**config.mk**
```make
export PLATFORM = sky130hd
export DESIGN_NAME = tlv_stream_deframer_core
export DESIGN_NICKNAME = d
export VERILOG_FILES = /design/src/tlvd_pkg.sv /design/src/tlvd_in_reg.sv /design/src/tlvd_parser.sv /design/src/tlvd_out_reg.sv /design/src/tlv_stream_deframer_core.sv
export SDC_FILE = /design/constraint.sdc
export NUM_CORES = 1
export LEC_CHECK = 0
export BUFFER_PORTS_ARGS = -buffer_cell sky130_fd_sc_hd__buf_4
export CORE_MARGIN = 2
export CORE_UTILIZATION = 64
export DETAILED_ROUTE_END_ITERATION = 10
export PLACE_DENSITY = 0.86
export RECOVER_POWER = 25
export SETUP_SLACK_MARGIN = 0.05
export SYNTH_ARGS = -nofsm -noshare
export SYNTH_HDL_FRONTEND = slang
export SYNTH_HIERARCHICAL = 1
export SYNTH_SLANG_ARGS = --single-unit
```
**constraint.sdc**
```tcl
create_clock -name clock -period 14 [get_ports clock]
set_input_delay 2.8 -clock clock [delete_from_list [all_inputs] [get_ports clock]]
set_output_delay 2.8 -clock clock [all_outputs]
set_load 0.01 [all_outputs]
```
**src/tlvd_pkg.sv**
```systemverilog
package tlvd_pkg;

   // Header layout: 4 type bytes, then 4 length bytes, both big-endian
   localparam int unsigned HEADER_BYTES = 8;
   localparam int unsigned HDR_CNT_W    = $clog2(HEADER_BYTES);

   // Reset value of the maximum value length register
   localparam logic [31:0] MAX_LEN_RESET = 32'd65536;

   // Request commands
   localparam logic CMD_BYTE  = 1'b0;
   localparam logic CMD_CLEAR = 1'b1;

   // Result event kinds
   localparam logic [1:0] EV_VALUE = 2'd0;
   localparam logic [1:0] EV_EMPTY = 2'd1;
   localparam logic [1:0] EV_ERROR = 2'd2;

   typedef struct packed {
      logic       command;
      logic [7:0] stream_byte;
   } req_type;

   typedef struct packed {
      logic [1:0]  event_kind;
      logic [31:0] frame_type;
      logic [7:0]  value_byte;
      logic [31:0] packet_length;
      logic        last_of_packet;
   } rsp_type;

   // Handshake between the parser and the result register
   typedef struct packed {
      logic take;   // parser consumes the held beat
      logic push;   // beat produces a result
   } step_type;

endpackage

```
**src/tlvd_in_reg.sv**
```systemverilog
module tlvd_in_reg
   import tlvd_pkg::*;
(
   input  logic    clock,
   input  logic    reset,
   input  logic    req_valid,
   output logic    req_stall,
   input  req_type req_data,
   input  logic    take,
   output logic    held_valid,
   output req_type held_data
);

   logic    valid_ff, valid_in;
   req_type data_ff;
   logic    load;

   // Refill whenever empty or the held beat is consumed this cycle
   assign load      = !valid_ff || take;
   assign req_stall = !load;
   assign valid_in  = load ? req_valid : valid_ff;

   always_ff @(posedge clock) begin
      if (reset) begin
         valid_ff <= 1'b0;
      end else begin
         valid_ff <= valid_in;
      end
   end

   always_ff @(posedge clock) begin
      if (load && req_valid) begin
         data_ff <= req_data;
      end
   end

   assign held_valid = valid_ff;
   assign held_data  = data_ff;

endmodule

```
**src/tlvd_parser.sv**
```systemverilog
module tlvd_parser
   import tlvd_pkg::*;
(
   input  logic        clock,
   input  logic        reset,
   input  logic        held_valid,
   input  req_type     held_data,
   input  logic        out_free,
   input  logic [31:0] max_len,
   output step_type    step,
   output rsp_type     result
);

   logic                 vphase_ff, vphase_in;
   logic [HDR_CNT_W-1:0] hcnt_ff, hcnt_in;
   logic [31:0]          type_ff, type_in;
   logic [31:0]          len_ff, len_in;
   logic [31:0]          remain_ff, remain_in;
   logic                 produce;
   logic                 last;
   logic                 hdr_done;

   // Next state and result for the held beat
   always_comb begin
      vphase_in = vphase_ff;
      hcnt_in   = hcnt_ff;
      type_in   = type_ff;
      len_in    = len_ff;
      remain_in = remain_ff;
      produce   = 1'b0;
      last      = (remain_ff <= 32'd1);
      hdr_done  = 1'b0;
      result    = '0;

      if (held_data.command == CMD_CLEAR) begin
         vphase_in = 1'b0;
         hcnt_in   = '0;
         type_in   = '0;
         len_in    = '0;
         remain_in = '0;
      end else if (vphase_ff) begin
         produce               = 1'b1;
         result.event_kind     = EV_VALUE;
         result.value_byte     = held_data.stream_byte;
         result.last_of_packet = last;
         if (last) begin
            remain_in = '0;
            vphase_in = 1'b0;
         end else begin
            remain_in = remain_ff - 32'd1;
         end
      end else begin
         // type bytes in the first half of the header, length in the second
         if (!hcnt_ff[HDR_CNT_W-1]) begin
            type_in = {type_ff[23:0], held_data.stream_byte};
         end else begin
            len_in = {len_ff[23:0], held_data.stream_byte};
         end
         hcnt_in  = hcnt_ff + 1'b1;
         hdr_done = (hcnt_ff == HDR_CNT_W'(HEADER_BYTES - 1));
         if (hdr_done) begin
            if (len_in > max_len) begin
               produce               = 1'b1;
               result.event_kind     = EV_ERROR;
               result.last_of_packet = 1'b1;
            end else if (len_in == 32'd0) begin
               produce               = 1'b1;
               result.event_kind     = EV_EMPTY;
               result.last_of_packet = 1'b1;
            end else begin
               vphase_in = 1'b1;
               remain_in = len_in;
            end
         end
      end
      result.frame_type    = type_in;
      result.packet_length = len_in;
   end

   // Beat moves on unless its result would hit a full output register
   assign step.take = held_valid && (!produce || out_free);
   assign step.push = step.take && produce;

   always_ff @(posedge clock) begin
      if (reset) begin
         vphase_ff <= 1'b0;
         hcnt_ff   <= '0;
         type_ff   <= '0;
         len_ff    <= '0;
         remain_ff <= '0;
      end else if (step.take) begin
         vphase_ff <= vphase_in;
         hcnt_ff   <= hcnt_in;
         type_ff   <= type_in;
         len_ff    <= len_in;
         remain_ff <= remain_in;
      end
   end

endmodule

```
**src/tlvd_out_reg.sv**
```systemverilog
module tlvd_out_reg
   import tlvd_pkg::*;
(
   input  logic     clock,
   input  logic     reset,
   input  step_type step,
   input  rsp_type  result,
   output logic     out_free,
   output logic     rsp_valid,
   input  logic     rsp_stall,
   output rsp_type  rsp_data
);

   logic    valid_ff, valid_in;
   rsp_type data_ff;

   // Free when empty or the current beat leaves this cycle
   assign out_free = !valid_ff || !rsp_stall;
   assign valid_in = out_free ? step.push : valid_ff;

   always_ff @(posedge clock) begin
      if (reset) begin
         valid_ff <= 1'b0;
      end else begin
         valid_ff <= valid_in;
      end
   end

   always_ff @(posedge clock) begin
      if (step.push) begin
         data_ff <= result;
      end
   end

   assign rsp_valid = valid_ff;
   assign rsp_data  = data_ff;

endmodule

```
**src/tlv_stream_deframer_core.sv**
```systemverilog
// Channel | Dir | Handshake          | Beat
// req     | in  | req_valid/stall    | req_type: command, stream_byte
// rsp     | out | rsp_valid/stall    | rsp_type: event, type, byte, length, last
// csr     | in  | csr_valid/ready    | max value length, 32 bits
//
// One byte per clock sustained while rsp is not stalled; a beat is held in the
// input register and its result is registered into the output register.
// The per-byte work is one header shift or one remaining-count decrement and
// a 32-bit length compare, all combinational between the two registers.
// Reset is synchronous; it returns to header hunting and sets the maximum
// length to 65536. Stalls on rsp hold the result register and back up
// into req only when a beat that makes a result finds it full.
module tlv_stream_deframer_core
   import tlvd_pkg::*;
(
   input  logic        clock,
   input  logic        reset,
   input  logic        req_valid,
   output logic        req_stall,
   input  req_type     req_data,
   output logic        rsp_valid,
   input  logic        rsp_stall,
   output rsp_type     rsp_data,
   input  logic        csr_valid,
   output logic        csr_ready,
   input  logic [31:0] csr_data
);

   logic        held_valid;
   req_type     held_data;
   step_type    step;
   rsp_type     result;
   logic        out_free;
   logic [31:0] max_len_ff;

   // Maximum value length register
   assign csr_ready = 1'b1;

   always_ff @(posedge clock) begin
      if (reset) begin
         max_len_ff <= MAX_LEN_RESET;
      end else if (csr_valid && csr_ready) begin
         max_len_ff <= csr_data;
      end
   end

   tlvd_in_reg u_in_reg (
      .clock      (clock),
      .reset      (reset),
      .req_valid  (req_valid),
      .req_stall  (req_stall),
      .req_data   (req_data),
      .take       (step.take),
      .held_valid (held_valid),
      .held_data  (held_data)
   );

   tlvd_parser u_parser (
      .clock      (clock),
      .reset      (reset),
      .held_valid (held_valid),
      .held_data  (held_data),
      .out_free   (out_free),
      .max_len    (max_len_ff),
      .step       (step),
      .result     (result)
   );

   tlvd_out_reg u_out_reg (
      .clock     (clock),
      .reset     (reset),
      .step      (step),
      .result    (result),
      .out_free  (out_free),
      .rsp_valid (rsp_valid),
      .rsp_stall (rsp_stall),
      .rsp_data  (rsp_data)
   );

endmodule

```
* Word-level counts from Yosys, hierarchy flattened
Index checks and enable logic that the tools add are counted.
Cells by class: $add $sub $neg 2, multiply operators 0, divide/modulo/power cells 0, order comparisons 2, equality and inequality tests 4, shift operators 0, mux-type cells 30, bitwise logic cells 2, reduce and logical (&&, ||, !) cells 18
Operators with widths (number):
- 2-to-1 mux 32 bit | 14
- greater-than comparator 32 bit | 1
- less-or-equal comparator 32 x 1 -> 1 bit (second input constant) | 1
- zero test 32 bit | 1
- subtractor 32 x 1 -> 32 bit (second input constant) | 1
- 2-to-1 mux 1 bit | 13
- 2-to-1 mux 3 bit | 2
- inequality test 3 x 2 -> 1 bit (second input constant) | 2
- zero test 1 bit | 5
- AND reduction 4 bit | 1
- OR reduction 4 bit | 1
- adder 3 x 1 -> 3 bit (second input constant) | 1
- == test 3 bit (second input constant) | 1
- logical AND 1 bit | 3
- logical OR 1 bit | 3
- nonzero test 3 bit | 1
- OR reduction 3 bit | 1
- 2-to-1 mux 2 bit | 1
- inequality test 2 bit (second input constant) | 1
- NOT 1 bit | 2
- AND reduction 2 bit | 1
- OR reduction 2 bit | 1
Word-level totals: bits in registers 218, bits in latches 0, bits in writable memories 0, memory bits (read-only) 0, input bits 46, output and inout bits 78, word-level logic and storage cells 74, memories 0

* Longest topological paths before layout
Gate-level depths: netlist (run 1).
depth in word-level cells 14, mapped depth 18

* By module
The synthesis (run 1) kept the hierarchy.
Modules (own cells, without submodules):
- tlvd_parser | times used 1, cells each 955, area each 7180.6 um2, seq. area each 2001.9 um2
- tlvd_out_reg | times used 1, cells each 79, area each 2284.7 um2, seq. area each 2272.2 um2
- tlv_stream_deframer_core | times used 1, cells each 105, area each 1177.4 um2, seq. area each 640.6 um2
- tlvd_in_reg | times used 1, cells each 13, area each 320.3 um2, seq. area each 290.3 um2

* Least setup slack after synthesis (run 1)
Ideal clock, no wire load.
kind register to output, from reg u_parser.hcnt_ff[2], to out req_stall, data arrival time 3.808 ns, data required time 11.200 ns, slack 7.392 ns, cell stages (with the launch flop) 16, buffers on the path 7, cell sequence dfxtp_1 -> buf_6 -> clkbuf_1 -> buf_1 -> buf_2 -> mux2i_1 -> inv_1 -> ha_1 -> nand4_1 -> a2111o_1 -> a311oi_1 -> o31ai_1 -> buf_2 -> buf_6 -> buf_6 -> nor2b_4
RTL lines:
- start, declared | RTL line tlvd_parser.sv:15 | logic [HDR_CNT_W-1:0] hcnt_ff, hcnt_in;
- start signal, assigned | RTL line tlvd_parser.sv:93 | hcnt_ff <= hcnt_in;
- end, declared | RTL line tlv_stream_deframer_core.sv:19 | output logic req_stall,

==> impl_metrics.json, run 1 <==
{
  "outcome": "complete, but fails checks",
  "failed_checks": "max-capacitance violations, max-slew violations",
  "synth_area_leaders": "dfxtp_1, edfxtp_1, mux2i_1",
  "worst_path_maximum_fanout": 70,
  "detail_route.vias_per_cell": 6.47,
  "timing.reg2reg.worst_path_depth": 10,
  "hold_path_startpoint": "u_parser/remain_ff[18]",
  "clkSinkCount": 218,
  "report.final.slew_viol_count": 142,
  "rows": 47,
  "synth_top_area_share_pct": 24.5,
  "fmax_mhz": 121,
  "port_buffers": 122,
  "timing.setup.tns_ns": 0,
  "synth_top_cell_by_area": "dfxtp_1",
  "design.die.area_um2": 18200,
  "worstPathRequired_ns": 11.20,
  "syn_inst": 1152,
  "tritoncts": "yes",
  "number_of_antenna_violations_at_the_first_check_in_global_routing": 0,
  "worstSetupPathType": "flip-flop to output pin",
  "routed_wl_um": 31800,
  "hpwl_reported_at_the_end_of_detailed_placement_um": 21600,
  "detailed_route_wire_length_per_cell_um": 21.7,
  "diodes": 0,
  "detailed_routing_iterations_pass_1": 6,
  "post_cts.repair.setup_buffers": 0,
  "grt_usage_pct": 34.6,
  "stdcell_area_um2": 12600,
  "hold-path-endpoint": "u_parser/remain_ff[18]",
  "max-vdd-ir-drop_v": 0.000101,
  "power_per_cell_area_nw_per_um2": 127,
  "ant_nets": 0,
  "ys.warnings.count": 6,
  "finalHoldViolCount": 0,
  "async_flop_share_pct": 0,
  "area_growth_syn_to_layout_pct": 14.7,
  "htree_num_levels": 1,
  "floorplan.initialDensity_pct": 65.9,
  "cts.reportedPaths.clkPinSlew_ns": 0.06,
  "endpoint_kind": "output pin",
  "first_global_vias": 8876,
  "multi_input_area_um2": 5090,
  "io-pin-count": 124,
  "dp_cells": 1423,
  "initial_drc_count": 1200,
  "count_of_flip_flops_with_a_built_in_enable_after_synthesis": 84,
  "post_route_cells_drive_above_1_share_pct": 16.8,
  "reg2reg_slack_ns": 7.48,
  "tritoncts.num_buffers": 22,
  "timing.rr.start": "u_in_reg/held_data[8]",
  "synthesis.area_um2": 11000,
  "timing.critical_path.from_type": "flip-flop",
  "gp_routability_congestion": 1.07,
  "clock-skew-final_ns": 0.0190,
  "filler_cell_count": 1137,
  "power.static_leakage_nw": 5.12,
  "post_dp_cell_area_um2": 11800,
  "whs_ns": 0.477,
  "finish.net_count": 1309,
  "vias": 9461,
  "min-delay-path-class": "flip-flop to flip-flop",
  "actual_slew_at_the_worst_max_slew_pin_ns": 3.37,
  "grt_first_pass_wirelength_um": 49200,
  "cap_viol_max_count": 3,
  "cts_resized": 0,
  "fp.dieW_um": 135,
  "clkLatencyLatePin_ns": 0.52,
  "synth_area_per_cell_um2": 9.52,
  "synth_nets": 1234,
  "floorplan.core_area_um2": 16600,
  "setup_viol_count_final": 0,
  "ctsLongestPathBuffers": 3,
  "grt_setup_unrepaired": "false",
  "maxSlewHeadroom_pct": -125,
  "critical_path.reg2reg.endpoint": "u_parser/type_ff[24]",
  "count_of_cells_along_the_worst_hold_path": 2,
  "gr-total-overflow": 0,
  "die_h_um": 135,
  "hold_buffers": 0,
  "yosys.cell_types.count": 66,
  "synth_sequential_area_ratio_pct": 47.5,
  "grt_max_degree": 81,
  "timing.critical_path.arrival_ns": 5.45,
  "top_flip_flop_cell_by_instance_count_after_synthesis": "dfxtp_1",
  "period_share_pct": 58.9,
  "drc": 0,
  "postSynthRegisterBits": 218,
  "final_period_minus_worst_setup_slack_ns": 8.25,
  "final_cells": 1463,
  "design_power_total_w": 0.00160,
  "ff_latch_area_um2": 5210,
  "clock_tree.root_cell": "clkbuf_16"
}
==> Yosys cell counts, drive strengths merged, types with 12 or more instances <==
library cell,instances
buf,30
nor3,21
inv,69
nand4,12
o32ai,13
a21oi,106
nor2,147
mux2,17
o21ai,34
mux2i,102
clkbuf,52
a211oi,27
ha,36
edfxtp,84
nor4,14
dfxtp,134
nand2,130
==> routing by layer <==
| layer | GRT usage, % | vias up | share of wire (%) |
|---|---|---|---|
| met5 | 0 | - | 0 |
| met1 | 47.9 | 4459 | 40 |
| met3 | 5.78 | 125 | 10 |
| li1 | - | 4244 | - |
| met4 | 15.8 | 0 | 5.4 |
| met2 | 53.4 | 633 | 44 |
==> worst max path at each step <==
stage	startpoint	endpoint	slack, ns	cells past startpoint
2_1_floorplan	u_parser/hcnt_ff[2]	req_stall	7.39	15
3_3_place_gp	u_parser/hcnt_ff[2]	req_stall	7.45	9
3_5_place_dp	u_parser/hcnt_ff[2]	req_stall	7.40	9
4_1_cts	u_parser/hcnt_ff[2]	req_stall	6.82	9
5_1_grt	u_in_reg/held_data[8]	req_stall	5.54	8
6_report	u_in_reg/held_data[8]	req_stall	5.75	8
==> sequential cells by signal, summed over array words and instances, names as in the netlist, 3 cells and up <==
signal,flops
max_len_ff,32
u_parser/hcnt_ff,3
u_parser/remain_ff,32
u_in_reg/held_data,9
u_parser/type_ff,32
u_parser/len_ff,32
u_out_reg/rsp_data,75
==> kinds of logic after synthesis <==
| family | share of synthesized area (%) |
|---|---|
| flops | 47.5 |
| buf+inv | 6.29 |
| simple gates | 15.5 |
| mux | 11.1 |
| other cells | 0.0342 |
| xor+xnor | 0.719 |
| fa+ha+maj | 4.11 |
| compound gates | 14.8 |
==> metrics by stage <==
step / util [%] / worst slack, ns
final: 75.5 / 5.75
after CTS: 75.7 / 6.82
after global routing: 75.5 / 5.54
after global placement: 71.2 / 7.45
after detailed placement: 71.2 / 7.40
after floorplan: - / 7.39
==> where the power goes <==
part	leakage (nW)	switching [W]	total (W)	internal (W)
Clock	0.364	0.000249	0.000612	0.000363
Combinational	2.86	0.000183	0.000282	0.0000988
Sequential	1.90	0.0000220	0.000705	0.000683
==> placed cells by master (no fill, tap or decap), types with 11 or more instances in the layout <==
master     instances
nor2_1           146
dfxtp_1          133
nand2_1          130
buf_4            120
a21oi_1          105
mux2i_1          102
edfxtp_1          84
inv_1             69
ha_1              36
o21ai_0           27
clkbuf_16         22
nor3_1            21
mux2_2            16
a211oi_2          14
a211oi_1          13
nand4_1           12
nor4_1            11
and3_1            11
a32o_1            11
==> critical path, stage by stage (launching register included) <==
cell      delay (ns)
edfxtp_1        0.33
clkbuf_1        2.37
clkinv_1        0.31
clkbuf_1        0.80
nand2_1         0.37
o311ai_1        0.22
o31ai_4         0.30
nor2b_4         0.08
buf_4           0.15
==> area by class of cell <==
type                       instances  share of cell area, %
sequential                       218                   41.4
multi-input combinational        781                   40.5
timing repair buffer             133                   7.79
clock buffer                      30                   4.86
tap                              220                   2.19
inverter                          71                   2.12
clock inverter                    10                   1.11
Power figures use the tool's default switching activity.
==> run 2, diff against run 1 <==
CORE_UTILIZATION = 53   (was 64)
PLACE_DENSITY = 0.76   (was 0.86)
clock period = 6.85 ns   (was 14 ns; I/O delays follow)
==> run 2 against run 1 <==
The flow still finishes with violations (max-capacitance violations, max-slew violations). Non-clock buffer count up 2. Sequential power grew 100%. Combinational power increased by 100%. Clock skew is 0.0090 ns lower. Register-to-register slack got worse by 5.8 ns. Count of clock-buffer cells in the layout rose by 4. Clock power increased by 110%. Largest power group unchanged.
==> impl_metrics.json, run 2 (synthesis gave the netlist of run 1 again) <==
{
  "cts.reportedPaths.clkPinSlew_ns": 0.06,
  "filler_cell_count": 1688,
  "reg2reg_slack_ns": 1.65,
  "gp_routability_congestion": 1.00,
  "drc": 0,
  "area_growth_syn_to_layout_pct": 15.6,
  "gr-total-overflow": 0,
  "fp.dieW_um": 148,
  "report.final.slew_viol_count": 104,
  "grt_first_pass_wirelength_um": 48600,
  "hold_buffers": 0,
  "finish.utilization_pct": 62.4,
  "fmax_mhz": 171,
  "endpoint_kind": "output pin",
  "tritoncts.num_buffers": 23,
  "final_cell_mix": "nor2_1, dfxtp_1, nand2_1",
  "detailed_route_wire_length_per_cell_um": 20.5,
  "ant_nets": 0,
  "worstSetupPathType": "flip-flop to output pin",
  "clock_tree.root_cell": "clkbuf_16",
  "maxSlewHeadroom_pct": -53.8,
  "detail_route.vias_per_cell": 5.99,
  "period_share_pct": 85.2,
  "rows": 52,
  "outcome": "complete, but fails checks",
  "die_h_um": 148,
  "final_common_cell": "nor2_1",
  "path_depth": 9,
  "port_buffers": 122,
  "timing.critical_path.from_type": "flip-flop",
  "whs_ns": 0.472,
  "finish.net_count": 1312,
  "htree_num_levels": 1,
  "clock-skew-final_ns": 0.0101,
  "critical_path.reg2reg.endpoint": "u_out_reg/rsp_data[15]",
  "cp_slowest_stage_delay_ns": 1.06,
  "count_of_cells_along_the_worst_hold_path": 2,
  "finalHoldViolCount": 0,
  "post_cts.repair.setup_buffers": 0,
  "cts_resized": 0,
  "cp_cell_sequence": "mux2i_1 > inv_1 > ha_1 > nand4_1 > a2111o_1 > a311oi_1 > o31ai_4 > nor2b_4 > buf_4",
  "crit_family": "compound AO/OA/AOI/OAI gates",
  "setup_viol_count_final": 0,
  "detailed_routing_iterations_pass_1": 6,
  "timing.critical_path.from": "u_parser/hcnt_ff[2]",
  "crit_end": "req_stall",
  "min-delay-path-class": "flip-flop to flip-flop",
  "multi_input_area_um2": 5090,
  "clkLatencyLatePin_ns": 0.52,
  "ctsLongestPathBuffers": 3,
  "critical-path-slowest-cell": "dfxtp_2",
  "diodes": 0,
  "first_global_vias": 8714,
  "actual_slew_at_the_worst_max_slew_pin_ns": 2.31,
  "timing.setup.tns_ns": 0,
  "max-vdd-ir-drop_v": 0.000187,
  "hpwl_reported_at_the_end_of_detailed_placement_um": 22000,
  "vias": 9082,
  "worstPathRequired_ns": 5.48,
  "io-pin-count": 124,
  "number_of_antenna_violations_at_the_first_check_in_global_routing": 0,
  "cap_viol_max_count": 3,
  "worst_path_maximum_fanout": 44,
  "max_ffs_per_register": 75,
  "final_period_minus_worst_setup_slack_ns": 5.83,
  "timing.reg2reg.worst_path_depth": 9,
  "grt_usage_pct": 28.2,
  "ff_latch_area_um2": 5210,
  "routed_wl_um": 31200,
  "timing.rr.start": "u_parser/hcnt_ff[2]",
  "floorplan.core_area_um2": 20300,
  "initial_drc_count": 896,
  "power.static_leakage_nw": 5.16,
  "power_per_cell_area_nw_per_um2": 259,
  "tritoncts": "yes",
  "floorplan.initialDensity_pct": 54.0,
  "design.die.area_um2": 21900,
  "failed_checks": "max-capacitance violations, max-slew violations",
  "critPathBufInv": 2,
  "timing.critical_path.arrival_ns": 4.46,
  "grt_max_degree": 82,
  "post_route_cells_drive_above_1_share_pct": 16.0,
  "grt_setup_unrepaired": "false",
  "clkSinkCount": 218
}
-- run 2: cell count changes in the layout (fill, tap and decap cells not counted), moves of 2 or more --
cell / delta
and2_0: -3
and2_1: +3
buf_4: +3
clkbuf_1: +2
mux2_1: +11
mux2_2: -11
-- run 2: layout make-up --
type                    instances  area share (%)
multi-input cells             781            40.2
flip-flops and latches        218            41.1
clock inverters                 8            1.05
clock buffers                  34            5.02
well taps                     270            2.67
inverters                      71            2.10
repair buffers                135            7.91
-- run 2: worst min path at each step --
stage | from | endpoint
3_3_place_gp | u_parser/remain_ff[18] | u_parser/remain_ff[18]
6_report | u_parser/remain_ff[24] | u_parser/remain_ff[24]
3_5_place_dp | u_parser/remain_ff[24] | u_parser/remain_ff[24]
2_1_floorplan | u_parser/remain_ff[24] | u_parser/remain_ff[24]
4_1_cts | u_parser/remain_ff[24] | u_parser/remain_ff[24]
5_1_grt | u_parser/remain_ff[23] | u_parser/remain_ff[23]
-- run 2: layer usage --
| layer | up-vias | GRT usage, % | wire length, µm |
|---|---|---|---|
| met4 | 0 | 11.7 | 1450 |
| li1 | 4271 | - | - |
| met5 | - | 0 | 0 |
| met3 | 84 | 4.07 | 2290 |
| met1 | 4274 | 38.7 | 13300 |
| met2 | 453 | 45.2 | 14100 |
-- run 2: worst reg2reg max path, cell delays in order, from the launching register on --
cell     delay, ns
dfxtp_2       1.06
mux2i_1       0.49
inv_1         0.09
ha_1          0.31
nand4_1       0.15
nor4_1        0.46
a22oi_1       0.34
o31ai_4       0.38
buf_4         0.58
and2_4        0.93
-- run 2: report_power, final --
part / leakage [nW] / internal (W) / switching (W) / total, W
clock network: 0.375 / 0.000763 / 0.000507 / 0.00127
logic: 2.89 / 0.000202 / 0.000373 / 0.000575
registers: 1.90 / 0.00140 / 0.0000444 / 0.00144
total: 5.16 / 0.00236 / 0.000925 / 0.00329
-- run 2: through the flow --
step                instance area, µm²  std cells  worst slack, ns  total power, W
CTS                              12700       1517             1.07         0.00330
global route                     12700       1517            0.853         0.00340
finish                           12700       1517             1.02         0.00329
floorplan                        11000       1152             1.17         0.00186
detailed placement               11900       1475             1.61         0.00203
global placement                 11900       1475             1.70         0.00203
==> run 3, diff against run 2 <==
ABC_AREA = 1   (was not set)
CORE_UTILIZATION = 54   (was 53)
PLACE_DENSITY = 0.77   (was 0.76)
==> run 3 against run 2 <==
The flow now finishes without violations. Core utilization increased by 0.44 points. Design area grew 1.4%. Register-to-register slack got worse by 0.07 ns. Sequential power about the same. Hold slack got worse by 0.0025 ns. Total power shrank 2.0%. Critical path depth is 12 higher. Sequential share of layout area shrank 0.55 points. Combinational power down 12%. First-iteration DRC count down 2.1%. Routed wire length decreased by 8.1%.
==> impl_metrics.json, run 3 <==
{
  "outcome": "finished, final reports clean",
  "gr-usage-met2_pct": 42.8,
  "floorplan.core_area_um2": 20400,
  "async_flop_share_pct": 0,
  "design.die.area_um2": 22100,
  "post_cts.repair.setup_buffers": 0,
  "cts.reportedPaths.clkPinSlew_ns": 0.06,
  "actual_slew_at_the_worst_max_slew_pin_ns": 1.14,
  "synth_area_per_cell_um2": 7.33,
  "grt_first_pass_wirelength_um": 45900,
  "initial_drc_count": 877,
  "gr-total-overflow": 0,
  "cp_cell_sequence": "nand2_1 > o21ai_0 > inv_1 > ha_1 > nand2_1 > nor2_1 > nand2_1 > nor4_1 > nand2_1 > nand2_1 > nand2_2 > nand2_1 > nand2_2 > nand2_2 > buf_4 > nand2_2 > inv_2 > inv_1 > nand2_2 > inv_2 > buf_4",
  "final_period_minus_worst_setup_slack_ns": 5.68,
  "endpoint_kind": "output pin",
  "setup_viol_count_final": 0,
  "first_global_vias": 9123,
  "tritoncts": "yes",
  "max_ffs_per_register": 75,
  "clkSinkCount": 218,
  "final_common_cell": "nor2_1",
  "detailed_route_wire_length_per_cell_um": 15.0,
  "synth_top_area_share_pct": 23.7,
  "routed_wl_um": 28600,
  "ant_nets": 0,
  "synth_nets": 1625,
  "fp.dieW_um": 149,
  "report.final.slew_viol_count": 0,
  "worstSetupPathType": "flip-flop to output pin",
  "finish.net_count": 1706,
  "gp_routability_congestion": 0.933,
  "timing.critical_path.arrival_ns": 4.31,
  "worst_path_maximum_fanout": 67,
  "tritoncts.num_buffers": 23,
  "maxSlewHeadroom_pct": 23.8,
  "number_of_antenna_violations_at_the_first_check_in_global_routing": 0,
  "cts_resized": 0,
  "synth_top_cell_by_area": "dfxtp_1",
  "timing.setup.tns_ns": 0,
  "finalHoldViolCount": 0,
  "most_frequent_cell_after_synthesis": "nor2_1",
  "clock-skew-final_ns": 0.0124,
  "syn_inst": 1543,
  "synth_area_leaders": "dfxtp_1, edfxtp_1, nor2_1",
  "synthesis.area_um2": 11300,
  "count_of_flip_flops_with_a_built_in_enable_after_synthesis": 84,
  "synth_sequential_area_ratio_pct": 46.0,
  "diodes": 0,
  "timing.critical_path.from_type": "flip-flop",
  "postSynthRegisterBits": 218,
  "critical-path-slowest-cell": "dfxtp_2",
  "power_per_cell_area_nw_per_um2": 251,
  "clock_tree.root_cell": "clkbuf_16",
  "cp_slowest_stage_delay_ns": 1.09,
  "grt_max_degree": 68,
  "grt_setup_unrepaired": "false",
  "global_route.usage.met3_pct": 3.88,
  "worstPathRequired_ns": 5.48,
  "synthTopCellsByCount": "nor2_1, nand2_1, inv_1",
  "ys.warnings.count": 6,
  "finish.utilization_pct": 62.9,
  "top_usage_layer": "met2",
  "post_route_cells_drive_above_1_share_pct": 9.45,
  "power.static_leakage_nw": 5.98,
  "floorplan.initialDensity_pct": 55.4,
  "hpwl_reported_at_the_end_of_detailed_placement_um": 19700,
  "cpMostUsedCell": "nand2_1",
  "port_buffers": 122,
  "top_flip_flop_cell_by_instance_count_after_synthesis": "dfxtp_1",
  "layout_setup_ws_ns": 1.17,
  "vias": 10100,
  "cap_viol_max_count": 0,
  "io-pin-count": 124,
  "area_growth_syn_to_layout_pct": 13.5,
  "drc": 0,
  "die_h_um": 149,
  "final_cell_mix": "nor2_1, nand2_1, inv_1",
  "detail_route.vias_per_cell": 5.27,
  "max-vdd-ir-drop_v": 0.000177,
  "htree_num_levels": 1,
  "fmax_mhz": 176,
  "hold_buffers": 0,
  "ctsLongestPathBuffers": 3,
  "gr-usage-met1_pct": 34.0,
  "detailed_routing_iterations_pass_1": 5,
  "clkLatencyLatePin_ns": 0.52,
  "min-delay-path-class": "flip-flop to flip-flop",
  "pre_cts_slack_ns": 1.74,
  "yosys.cell_types.count": 34,
  "rows": 52,
  "grt_usage_pct": 25.8,
  "period_share_pct": 82.9
}
## run 3: cell count changes in the layout (fill, tap and decap cells not counted), sizes merged, moves of 22 or more
cell | previous run | this run
a21oi | 106 | 84
nand2 | 130 | 271
o21ai | 34 | 128
nor2 | 147 | 368
buf | 123 | 93
clkbuf | 46 | 70
inv | 71 | 243
mux2i | 102 | 0
a211oi | 27 | 0
nand4 | 12 | 34
## run 3: power breakdown
group | total [W] | switching (W) | internal [W]
sequential | 0.00146 | 0.0000489 | 0.00141
clock | 0.00125 | 0.000512 | 0.000738
combinational | 0.000507 | 0.000333 | 0.000174
## run 3: worst paths after layout
kind | from | endpoint | slack (ns) | depth (start not counted)
worst max-delay path | u_parser/hcnt_ff[2] | req_stall | 1.17 | 21
worst min-delay path | max_len_ff[8] | max_len_ff[8] | 0.47 | 2
worst max register to register | u_parser/hcnt_ff[2] | u_out_reg/rsp_data[55] | 1.58 | 21
worst min register to register | max_len_ff[8] | max_len_ff[8] | 0.47 | 2
## run 3: cell type report
type / instances / area, µm²
Clock buffer: 32 / 682
Clock inverter: 10 / 90.1
Fill cell: 1873 / 7580
Inverter: 242 / 908
Multi-Input combinational cell: 1008 / 4730
Sequential cell: 218 / 5210
Tap cell: 270 / 338
Timing Repair Buffer: 131 / 887
## run 3: metal layers
layer | share of wire [%] | up-vias
met5 | 0 | -
met4 | 4.6 | 0
met3 | 8.2 | 68
met2 | 45 | 455
met1 | 42 | 4537
li1 | - | 5012
## run 3: cells by family after synthesis
kind of cell / count (synthesis) / share of synthesized area [%]
and+or+nand+nor: 711 / 25.0
buffers and inverters: 317 / 12.2
AOI/OAI and AO/OA: 239 / 11.2
DFF: 218 / 46.0
adders and majority gates: 36 / 3.98
xor gates and xnor gates: 21 / 1.63
other: 1 / 0.0331
## run 3: critical path, delay by kind of cell, from the launching register on
family                     cells  cell delay (ns)
AOI/OAI and AO/OA              1             0.18
DFF                            1             1.09
adders and majority gates      1             0.31
buffers and inverters          6             0.75
and+or+nand+nor               13             1.43
## run 3: through the flow
step                instances  total power (W)  cell area, µm²  hold WS (ns)
floorplan                1543          0.00186           11300         0.428
global placement         1869          0.00198           12200         0.449
detailed placement       1869          0.00199           12200         0.456
CTS                      1911          0.00323           13000         0.471
global route             1911          0.00337           12800         0.490
finish                   1911          0.00322           12800         0.469
